### src/rtl/jsu_pkg.sv
// shared types and codes for the json string unescape block
`default_nettype none

package jsu_pkg;

    // decoder phase codes
    typedef enum logic [3:0] {
        PH_WAIT  = 4'd0,
        PH_BODY  = 4'd1,
        PH_ESC   = 4'd2,
        PH_HEX1  = 4'd3,
        PH_LO_BS = 4'd4,
        PH_LO_U  = 4'd5,
        PH_HEX2  = 4'd6
    } phase_t;

    // result kinds
    typedef enum logic [1:0] {
        KIND_BYTE = 2'd0,
        KIND_DONE = 2'd1,
        KIND_ERR  = 2'd2
    } kind_t;

    // error codes
    typedef enum logic [2:0] {
        ERR_EXPECT_QUOTE  = 3'd0,
        ERR_UNTERMINATED  = 3'd1,
        ERR_CONTROL_CHAR  = 3'd2,
        ERR_TRUNC_ESCAPE  = 3'd3,
        ERR_BAD_ESCAPE    = 3'd4,
        ERR_BAD_HEX       = 3'd5,
        ERR_UNPAIRED_SURR = 3'd6
    } err_t;

    localparam int unsigned MAX_RES = 4;

    // one result item
    typedef struct packed {
        logic [7:0] data;
        kind_t      kind;
        err_t       code;
    } res_t;

    // all results caused by one input item, first in entry 0
    typedef struct packed {
        res_t [MAX_RES-1:0] res;
        logic [2:0]         count;
    } grp_t;

endpackage

`default_nettype wire

### src/rtl/jsu_decode.sv
// phase machine and escape decoder producing the result group of one item
`default_nettype none

module jsu_decode (
    input  wire logic        aclk,
    input  wire logic        aresetn,
    input  wire logic        accept,
    input  wire logic [7:0]  in_byte,
    input  wire logic        at_end,
    output jsu_pkg::grp_t    grp
);
    import jsu_pkg::*;

    localparam logic [7:0] CH_QUOTE = 8'h22;
    localparam logic [7:0] CH_BSL   = 8'h5C;
    localparam logic [7:0] CH_SLASH = 8'h2F;
    localparam logic [7:0] CH_B     = 8'h62;
    localparam logic [7:0] CH_F     = 8'h66;
    localparam logic [7:0] CH_N     = 8'h6E;
    localparam logic [7:0] CH_R     = 8'h72;
    localparam logic [7:0] CH_T     = 8'h74;
    localparam logic [7:0] CH_U     = 8'h75;
    localparam logic [7:0] CH_SPACE = 8'h20;
    localparam logic [5:0] HI_SURR  = 6'b110110;
    localparam logic [5:0] LO_SURR  = 6'b110111;

    phase_t      phase_reg, phase_next;
    logic [15:0] code_unit_reg, code_unit_next;
    logic [9:0]  high_half_reg, high_half_next;
    logic [1:0]  hex_count_reg, hex_count_next;

    logic        hex_ok;
    logic [3:0]  hex_val;
    logic [15:0] cu_shift;
    logic        cu_hi, cu_lo;
    logic [20:0] cp_pair;
    grp_t        utf_bmp, utf_pair;

    // hex digit decode
    always_comb begin
        hex_ok  = 1'b0;
        hex_val = in_byte[3:0];
        if (!at_end) begin
            if (in_byte >= 8'h30 && in_byte <= 8'h39) begin
                hex_ok = 1'b1;
            end else if ((in_byte >= 8'h61 && in_byte <= 8'h66) ||
                         (in_byte >= 8'h41 && in_byte <= 8'h46)) begin
                hex_ok  = 1'b1;
                hex_val = in_byte[3:0] + 4'd9;
            end
        end
    end

    assign cu_shift = {code_unit_reg[11:0], hex_val};
    assign cu_hi    = (cu_shift[15:10] == HI_SURR);
    assign cu_lo    = (cu_shift[15:10] == LO_SURR);
    assign cp_pair  = 21'h10000 + {1'b0, high_half_reg, cu_shift[9:0]};

    // code point to utf-8 bytes
    function automatic grp_t utf8_enc(input logic [20:0] cp);
        grp_t g;
        g = '0;
        for (int i = 0; i < MAX_RES; i++) begin
            g.res[i].kind = KIND_BYTE;
            g.res[i].code = ERR_EXPECT_QUOTE;
        end
        if (cp < 21'h80) begin
            g.count       = 3'd1;
            g.res[0].data = cp[7:0];
        end else if (cp < 21'h800) begin
            g.count       = 3'd2;
            g.res[0].data = {3'b110, cp[10:6]};
            g.res[1].data = {2'b10, cp[5:0]};
        end else if (cp < 21'h10000) begin
            g.count       = 3'd3;
            g.res[0].data = {4'b1110, cp[15:12]};
            g.res[1].data = {2'b10, cp[11:6]};
            g.res[2].data = {2'b10, cp[5:0]};
        end else begin
            g.count       = 3'd4;
            g.res[0].data = {5'b11110, cp[20:18]};
            g.res[1].data = {2'b10, cp[17:12]};
            g.res[2].data = {2'b10, cp[11:6]};
            g.res[3].data = {2'b10, cp[5:0]};
        end
        return g;
    endfunction

    assign utf_bmp  = utf8_enc({5'd0, cu_shift});
    assign utf_pair = utf8_enc(cp_pair);

    // next state
    always_comb begin
        phase_next     = phase_reg;
        code_unit_next = code_unit_reg;
        high_half_next = high_half_reg;
        hex_count_next = hex_count_reg;
        if (accept) begin
            case (phase_reg)
                PH_BODY: begin
                    if (at_end || in_byte == CH_QUOTE || in_byte < CH_SPACE) begin
                        phase_next = PH_WAIT;
                    end else if (in_byte == CH_BSL) begin
                        phase_next = PH_ESC;
                    end
                end
                PH_ESC: begin
                    if (at_end) begin
                        phase_next = PH_WAIT;
                    end else begin
                        case (in_byte)
                            CH_QUOTE, CH_BSL, CH_SLASH, CH_B, CH_F, CH_N, CH_R,
                            CH_T: phase_next = PH_BODY;
                            CH_U: begin
                                phase_next     = PH_HEX1;
                                code_unit_next = '0;
                                hex_count_next = '0;
                            end
                            default: phase_next = PH_WAIT;
                        endcase
                    end
                end
                PH_HEX1: begin
                    if (!hex_ok) begin
                        phase_next = PH_WAIT;
                    end else begin
                        code_unit_next = cu_shift;
                        if (hex_count_reg != 2'd3) begin
                            hex_count_next = hex_count_reg + 2'd1;
                        end else begin
                            hex_count_next = '0;
                            if (cu_hi) begin
                                high_half_next = cu_shift[9:0];
                                phase_next     = PH_LO_BS;
                            end else if (cu_lo) begin
                                phase_next = PH_WAIT;
                            end else begin
                                phase_next = PH_BODY;
                            end
                        end
                    end
                end
                PH_LO_BS: begin
                    phase_next = (at_end || in_byte != CH_BSL) ? PH_WAIT : PH_LO_U;
                end
                PH_LO_U: begin
                    if (at_end || in_byte != CH_U) begin
                        phase_next = PH_WAIT;
                    end else begin
                        phase_next     = PH_HEX2;
                        code_unit_next = '0;
                        hex_count_next = '0;
                    end
                end
                PH_HEX2: begin
                    if (!hex_ok) begin
                        phase_next = PH_WAIT;
                    end else begin
                        code_unit_next = cu_shift;
                        if (hex_count_reg != 2'd3) begin
                            hex_count_next = hex_count_reg + 2'd1;
                        end else begin
                            hex_count_next = '0;
                            phase_next     = cu_lo ? PH_BODY : PH_WAIT;
                        end
                    end
                end
                default: begin
                    phase_next = (!at_end && in_byte == CH_QUOTE) ? PH_BODY : PH_WAIT;
                end
            endcase
        end
    end

    // result group of the current item
    always_comb begin
        grp = '0;
        for (int i = 0; i < MAX_RES; i++) begin
            grp.res[i].kind = KIND_BYTE;
            grp.res[i].code = ERR_EXPECT_QUOTE;
        end
        case (phase_reg)
            PH_BODY: begin
                grp.count = 3'd1;
                if (at_end) begin
                    grp.res[0].kind = KIND_ERR;
                    grp.res[0].code = ERR_UNTERMINATED;
                end else if (in_byte == CH_QUOTE) begin
                    grp.res[0].kind = KIND_DONE;
                end else if (in_byte < CH_SPACE) begin
                    grp.res[0].kind = KIND_ERR;
                    grp.res[0].code = ERR_CONTROL_CHAR;
                end else if (in_byte == CH_BSL) begin
                    grp.count = 3'd0;
                end else begin
                    grp.res[0].data = in_byte;
                end
            end
            PH_ESC: begin
                grp.count = 3'd1;
                if (at_end) begin
                    grp.res[0].kind = KIND_ERR;
                    grp.res[0].code = ERR_TRUNC_ESCAPE;
                end else begin
                    case (in_byte)
                        CH_QUOTE, CH_BSL, CH_SLASH: grp.res[0].data = in_byte;
                        CH_B: grp.res[0].data = 8'h08;
                        CH_F: grp.res[0].data = 8'h0C;
                        CH_N: grp.res[0].data = 8'h0A;
                        CH_R: grp.res[0].data = 8'h0D;
                        CH_T: grp.res[0].data = 8'h09;
                        CH_U: grp.count = 3'd0;
                        default: begin
                            grp.res[0].kind = KIND_ERR;
                            grp.res[0].code = ERR_BAD_ESCAPE;
                        end
                    endcase
                end
            end
            PH_HEX1: begin
                if (!hex_ok) begin
                    grp.count       = 3'd1;
                    grp.res[0].kind = KIND_ERR;
                    grp.res[0].code = ERR_BAD_HEX;
                end else if (hex_count_reg == 2'd3 && cu_lo) begin
                    grp.count       = 3'd1;
                    grp.res[0].kind = KIND_ERR;
                    grp.res[0].code = ERR_UNPAIRED_SURR;
                end else if (hex_count_reg == 2'd3 && !cu_hi) begin
                    grp = utf_bmp;
                end
            end
            PH_LO_BS: begin
                if (at_end || in_byte != CH_BSL) begin
                    grp.count       = 3'd1;
                    grp.res[0].kind = KIND_ERR;
                    grp.res[0].code = ERR_UNPAIRED_SURR;
                end
            end
            PH_LO_U: begin
                if (at_end || in_byte != CH_U) begin
                    grp.count       = 3'd1;
                    grp.res[0].kind = KIND_ERR;
                    grp.res[0].code = ERR_UNPAIRED_SURR;
                end
            end
            PH_HEX2: begin
                if (!hex_ok || (hex_count_reg == 2'd3 && !cu_lo)) begin
                    grp.count       = 3'd1;
                    grp.res[0].kind = KIND_ERR;
                    grp.res[0].code = ERR_UNPAIRED_SURR;
                end else if (hex_count_reg == 2'd3) begin
                    grp = utf_pair;
                end
            end
            default: begin
                if (at_end || in_byte != CH_QUOTE) begin
                    grp.count       = 3'd1;
                    grp.res[0].kind = KIND_ERR;
                    grp.res[0].code = ERR_EXPECT_QUOTE;
                end
            end
        endcase
    end

    // state registers
    always_ff @(posedge aclk) begin
        if (!aresetn) begin
            phase_reg     <= PH_WAIT;
            code_unit_reg <= '0;
            high_half_reg <= '0;
            hex_count_reg <= '0;
        end else begin
            phase_reg     <= phase_next;
            code_unit_reg <= code_unit_next;
            high_half_reg <= high_half_next;
            hex_count_reg <= hex_count_next;
        end
    end

`ifndef SYNTHESIS
    // an error is always a lone result
    assert property (@(posedge aclk) disable iff (!aresetn)
        (grp.count != 3'd0 && grp.res[0].kind == KIND_ERR) |-> grp.count == 3'd1)
        else $error("error result not alone in its group");

    // an accepted item that fails sends the decoder back to waiting
    assert property (@(posedge aclk) disable iff (!aresetn)
        (accept && grp.count != 3'd0 && grp.res[0].kind == KIND_ERR) |=>
        phase_reg == PH_WAIT)
        else $error("decoder did not return to waiting after an error");

    // one item never causes more than four results
    assert property (@(posedge aclk) disable iff (!aresetn)
        grp.count <= 3'd4)
        else $error("result group larger than four");
`endif

endmodule

`default_nettype wire

### src/rtl/jsu_out_buf.sv
// result register that drains a group of up to four results one per cycle while m_ready is high
`default_nettype none

module jsu_out_buf (
    input  wire logic        aclk,
    input  wire logic        aresetn,
    input  wire logic        load,
    input  jsu_pkg::grp_t    grp,
    output logic             space,
    output logic             m_valid,
    input  wire logic        m_ready,
    output logic [7:0]       m_out_byte,
    output logic [1:0]       m_kind,
    output logic [2:0]       m_error_code,
    output logic             m_last_of_run
);
    import jsu_pkg::*;

    res_t [MAX_RES-1:0] ent_reg, ent_next;
    logic [2:0]         cnt_reg, cnt_next;
    logic               pop;

    assign m_valid       = (cnt_reg != 3'd0);
    assign pop           = m_valid && m_ready;
    assign space         = (cnt_reg == 3'd0) || (cnt_reg == 3'd1 && m_ready);
    assign m_out_byte    = ent_reg[0].data;
    assign m_kind        = ent_reg[0].kind;
    assign m_error_code  = ent_reg[0].code;
    assign m_last_of_run = (cnt_reg == 3'd1);

    // load a new group or shift the remaining results down
    always_comb begin
        ent_next = ent_reg;
        cnt_next = cnt_reg;
        if (load) begin
            ent_next = grp.res;
            cnt_next = grp.count;
        end else if (pop) begin
            for (int i = 0; i < MAX_RES - 1; i++) begin
                ent_next[i] = ent_reg[i+1];
            end
            cnt_next = cnt_reg - 3'd1;
        end
    end

    always_ff @(posedge aclk) begin
        ent_reg <= ent_next;
    end

    always_ff @(posedge aclk) begin
        if (!aresetn) begin
            cnt_reg <= '0;
        end else begin
            cnt_reg <= cnt_next;
        end
    end

`ifndef SYNTHESIS
    // fill level never exceeds the group size
    assert property (@(posedge aclk) disable iff (!aresetn)
        cnt_reg <= 3'd4)
        else $error("result count out of range");

    // a group is only loaded over an empty or finishing buffer
    assert property (@(posedge aclk) disable iff (!aresetn)
        load |-> (cnt_reg == 3'd0 || (cnt_reg == 3'd1 && m_ready)))
        else $error("group loaded over pending results");

    // taking the last result with nothing new leaves the buffer empty
    assert property (@(posedge aclk) disable iff (!aresetn)
        (pop && cnt_reg == 3'd1 && !load) |=> cnt_reg == 3'd0)
        else $error("buffer not empty after last result");
`endif

endmodule

`default_nettype wire

### src/rtl/json_string_unescape_utf8.sv
// top level of the json string literal to utf-8 decoder
// Usage:
//   Input channel (s_valid/s_ready) carries one byte of a JSON string literal
//   per item, starting at the opening quote; s_at_end marks end of text.
//   Result channel (m_valid/m_ready) carries one result per item: a decoded
//   utf-8 content byte, a string-complete mark or an error code.
//   m_last_of_run flags the final result caused by one input item.
// The first result of an item appears in the cycle after it is accepted.
// Throughput: one input item per cycle while each causes at most one result
//   and m_ready is high; an item causing several results (up to four for a
//   surrogate pair) holds the input until its last result is being taken, set
//   by the single output register draining one result per cycle while m_ready is high.
// Reset: aresetn (synchronous, active low) clears the phase machine to
//   waiting for an opening quote and empties the output register.
// Stall: when m_ready is low the pending result holds and s_ready drops
//   until the last pending result of the current group is taken.
`default_nettype none

module json_string_unescape_utf8 (
    input  wire logic       aclk,
    input  wire logic       aresetn,
    input  wire logic       s_valid,
    output logic            s_ready,
    input  wire logic [7:0] s_in_byte,
    input  wire logic       s_at_end,
    output logic            m_valid,
    input  wire logic       m_ready,
    output logic [7:0]      m_out_byte,
    output logic [1:0]      m_kind,
    output logic [2:0]      m_error_code,
    output logic            m_last_of_run
);
    import jsu_pkg::*;

    grp_t grp;
    logic accept;
    logic space;

    assign s_ready = space;
    assign accept  = s_valid && space;

    // escape decoder and phase machine
    jsu_decode u_decode (
        .aclk    (aclk),
        .aresetn (aresetn),
        .accept  (accept),
        .in_byte (s_in_byte),
        .at_end  (s_at_end),
        .grp     (grp)
    );

    // result register
    jsu_out_buf u_out_buf (
        .aclk          (aclk),
        .aresetn       (aresetn),
        .load          (accept),
        .grp           (grp),
        .space         (space),
        .m_valid       (m_valid),
        .m_ready       (m_ready),
        .m_out_byte    (m_out_byte),
        .m_kind        (m_kind),
        .m_error_code  (m_error_code),
        .m_last_of_run (m_last_of_run)
    );

endmodule

`default_nettype wire
### config.mk
export PLATFORM = sky130hd
export DESIGN_NAME = json_string_unescape_utf8
export DESIGN_NICKNAME = d
export VERILOG_FILES = /design/src/rtl/jsu_pkg.sv /design/src/rtl/jsu_decode.sv /design/src/rtl/jsu_out_buf.sv /design/src/rtl/json_string_unescape_utf8.sv
export SDC_FILE = /design/constraint.sdc
export NUM_CORES = 1
export LEC_CHECK = 0
export BUFFER_PORTS_ARGS = -buffer_cell sky130_fd_sc_hd__buf_2
export CORE_MARGIN = 5
export CORE_UTILIZATION = 45
export DETAILED_ROUTE_END_ITERATION = 12
export PLACE_DENSITY = 0.73
export SLEW_MARGIN = 20
export SYNTH_ARGS = -nofsm -noshare
export SYNTH_HDL_FRONTEND = slang
export SYNTH_HIERARCHICAL = 1
export SYNTH_SLANG_ARGS = --single-unit
### constraint.sdc
create_clock -name aclk -period 3.4 [get_ports aclk]
set_input_delay 0.51 -clock aclk [delete_from_list [all_inputs] [get_ports aclk]]
set_output_delay 0.51 -clock aclk [all_outputs]
set_load 0.03 [all_outputs]
==> flow_summary.yaml <==
drt:
  routed_via_density: 6.03
  drt_wl_total_mm: 13.7
  first_pass_iters: 6
  drc: 0
  ant_nets: 0
  vias: 4385
  initialDrtViolationCount: 453
  wire_per_inst_um: 18.8
power_and_ir_drop:
  max-vdd-ir-drop_mv: 0.424
  leakagePower_nw: 2.13
  power_w: 0.00308
  p_per_area_mw_per_mm2: 533
min_path:
  min-delay-start: "u_decode/hex_count_reg[1]"
  hp-class: "reg2reg"
  hold_depth: 2
  hold_path_end: "u_decode/hex_count_reg[1]"
sta:
  hold_viol: 0
  fin_crit_sh_pct: 90.8
  period_needed_ps: 3090
  worst_pin_slew_ps: 820
  tns_ps: 0
  setup_violations: 0
  hold_slack_ps: 466
  maxClockFrequency_mhz: 324
  grt_setup_unrepaired: "false"
  worst_slack_ps: 311
  maxSlewViolCount: 0
  finClkSkew_ps: 6.60
  relSlewSlack_pct: 44.7
critical_path:
  r2r-end: "u_out_buf/m_out_byte[1]"
  r2r_slack_ps: 310
  rr_startpoint: "u_decode/high_half_reg[6]"
  arrival_ps: 3180
  required_ps: 3490
  critical_path_class: "reg2reg"
  crit_path_max_fanout: 9
  reg2reg_depth: 8
  end_kind: "register"
  critPathLaunchType: "register"
yosys:
  ys.flop_type: "edfxtp_1"
  yosys.area.top_type: "edfxtp_1"
  async_flop_share_pct: 0
  postSynthCellCount: 566
  yosysWarnings: 6
  synth_cell_types: 72
  ys_top_cells_by_count: "edfxtp_1 (52), nand2_1 (51), mux2_2 (39), buf_4 (32), a21oi_1 (31)"
  synth_top_cell_area_share_pct: 29.0
  syn_area_per_cell_sq_um: 9.53
  ys_ff_latch: 82
  ys_seq_area_share_pct: 40.1
  synth_edf_count: 52
  synth_most_common_cell: "edfxtp_1"
  synth_area_sq_mm: 0.00539
  synthTopCellsByArea: "edfxtp_1 (29%), dfxtp_1 (11%), mux2_2 (8.1%), buf_4 (4.5%), nand2_1 (3.5%)"
global_routing:
  track_usage_pct: 19.5
  grt_pass1_wl_mm: 22.2
  grt_pass1_vias: 4247
  antenna_found_initial: 0
  grt_overflow_total: 0
  grt_max_degree: 46
floorplan:
  core_area_sq_mm: 0.0119
  ios: 29
  num_rows: 40
  initial_core_util_pct: 45.5
  fp.dieW_um: 119
  dieArea_sq_mm: 0.0143
  dieHeight_um: 119
clock_tree:
  clockBufferDepth: 2
  clkSlewWorstSetupHoldPaths_ps: 60
  cts_max_level: 3
  cts_tree: "yes"
  post_cts_resized: 0
  post_cts_buffers: 0
  insertion_delay_ps: 340
  cts_buffers: 9
  cts_num_sinks: 82
  ctsRootBufferMaster: "clkbuf_16"
  hold_buffers: 0
finish:
  largest_reg_flops: 39
  final_nets: 598
  diodes: 0
  syn_to_final_growth_pct: 7.26
  post_route_cells_drive_above_1_share_pct: 20.5
run_status:
  status: "completed"
placed_design:
  place_congestion: 1.00
  numPortBuffers: 28
  hpwl_mm: 9.74
  place_ws_ps: -42.9
flow_run:
  maxCapViolCount: 0
-- worst max-delay path, stage by stage (launching register included) --
cell,delay [ps]
dfxtp_1,500
ha_1,360
nor3b_1,530
o21ai_1,180
a211oi_1,280
o32ai_1,200
a221oi_1,340
o21ai_0,160
mux2_2,280
-- stage by stage --
step / std cells / util, % / instance area [sq um]
global placement: 712 / 46.4 / 5510
finish: 727 / 48.8 / 5780
detailed placement: 712 / 46.4 / 5510
global route: 727 / 48.8 / 5780
CTS: 727 / 48.7 / 5780
floorplan: 583 / - / 5460
-- placed cells by master, fill, tap and decap left out, types with 4 or more instances in the layout --
master / Yosys / final
edfxtp_1: 52 / 52
nand2_1: 51 / 51
mux2_2: 39 / 39
a21oi_1: 31 / 31
dfxtp_1: 30 / 30
nor2_1: 29 / 29
buf_2: 4 / 28
o21ai_0: 27 / 27
nand3_1: 20 / 20
conb_1: 1 / 18
buf_4: 32 / 18
inv_1: 17 / 17
nor2b_1: 13 / 13
nor3_1: 13 / 13
a21boi_0: 13 / 13
o22ai_1: 11 / 11
mux2i_1: 10 / 10
clkbuf_16: 0 / 9
ha_1: 9 / 9
and3_1: 8 / 8
or3_1: 8 / 8
nand2b_1: 7 / 7
nand3b_1: 6 / 6
a21o_1: 5 / 5
o2bb2ai_1: 5 / 5
nor3b_1: 4 / 4
nor4_1: 4 / 4
nand4_1: 4 / 4
a221oi_1: 4 / 4
nand4b_1: 4 / 4
and4_1: 4 / 4
o21a_1: 4 / 4
o211a_1: 4 / 4
a21boi_1: 4 / 4
-- how the worst max path moves through the flow --
stage	startpoint	end	slack [ps]	cells past startpoint
4_1_cts	s_in_byte[0]	u_out_buf/m_out_byte[1]	310	10
3_5_place_dp	s_in_byte[0]	u_out_buf/m_out_byte[1]	-40	10
5_1_grt	u_decode/high_half_reg[6]	u_out_buf/m_out_byte[1]	20	8
3_3_place_gp	s_in_byte[0]	u_out_buf/m_out_byte[1]	-90	10
2_1_floorplan	u_out_buf/cnt_reg[1]	u_out_buf/ent_reg[13]	310	9
6_report	u_decode/high_half_reg[6]	u_out_buf/m_out_byte[1]	310	8
-- power by group --
group | switching (W) | total (W) | internal (W)
combinational | 0.000482 | 0.000766 | 0.000284
sequential | 0.0000555 | 0.00143 | 0.00138
clock | 0.000391 | 0.000884 | 0.000492
-- cell families (layout without fill, tap and decap cells) --
| family | Yosys count | count (layout) | synth area share, % |
|---|---|---|---|
| simple gates | 199 | 199 | 20.3 |
| compound gates | 143 | 143 | 18.5 |
| flops | 82 | 82 | 40.1 |
| buf+inv | 82 | 79 | 8.86 |
| mux | 49 | 49 | 10.0 |
| fa+ha+maj | 9 | 9 | 2.09 |
| other cells | 1 | 18 | 0.0695 |
| xor+xnor | 1 | 1 | 0.162 |
-- metal layers --
layer  wire length (um)  up-vias  global-route usage (%)  share of wire, %
li1                   -     2076                       -                 -
met1               5880     2101                    25.1                43
met2               6470      184                    31.6                47
met3                984       24                    4.70               7.2
met4                320        0                    7.80               2.3
met5                  0        -                       0                 0
-- cell type report --
class                      count  area (sq um)
inverter                      18          67.6
clock inverter                 6          43.8
tap                          147           184
fill                        1102          6080
timing repair buffer          46           275
clock buffer                   9           225
multi-input combinational    419          2830
sequential                    82          2160
Power figures use the tool's default switching activity.
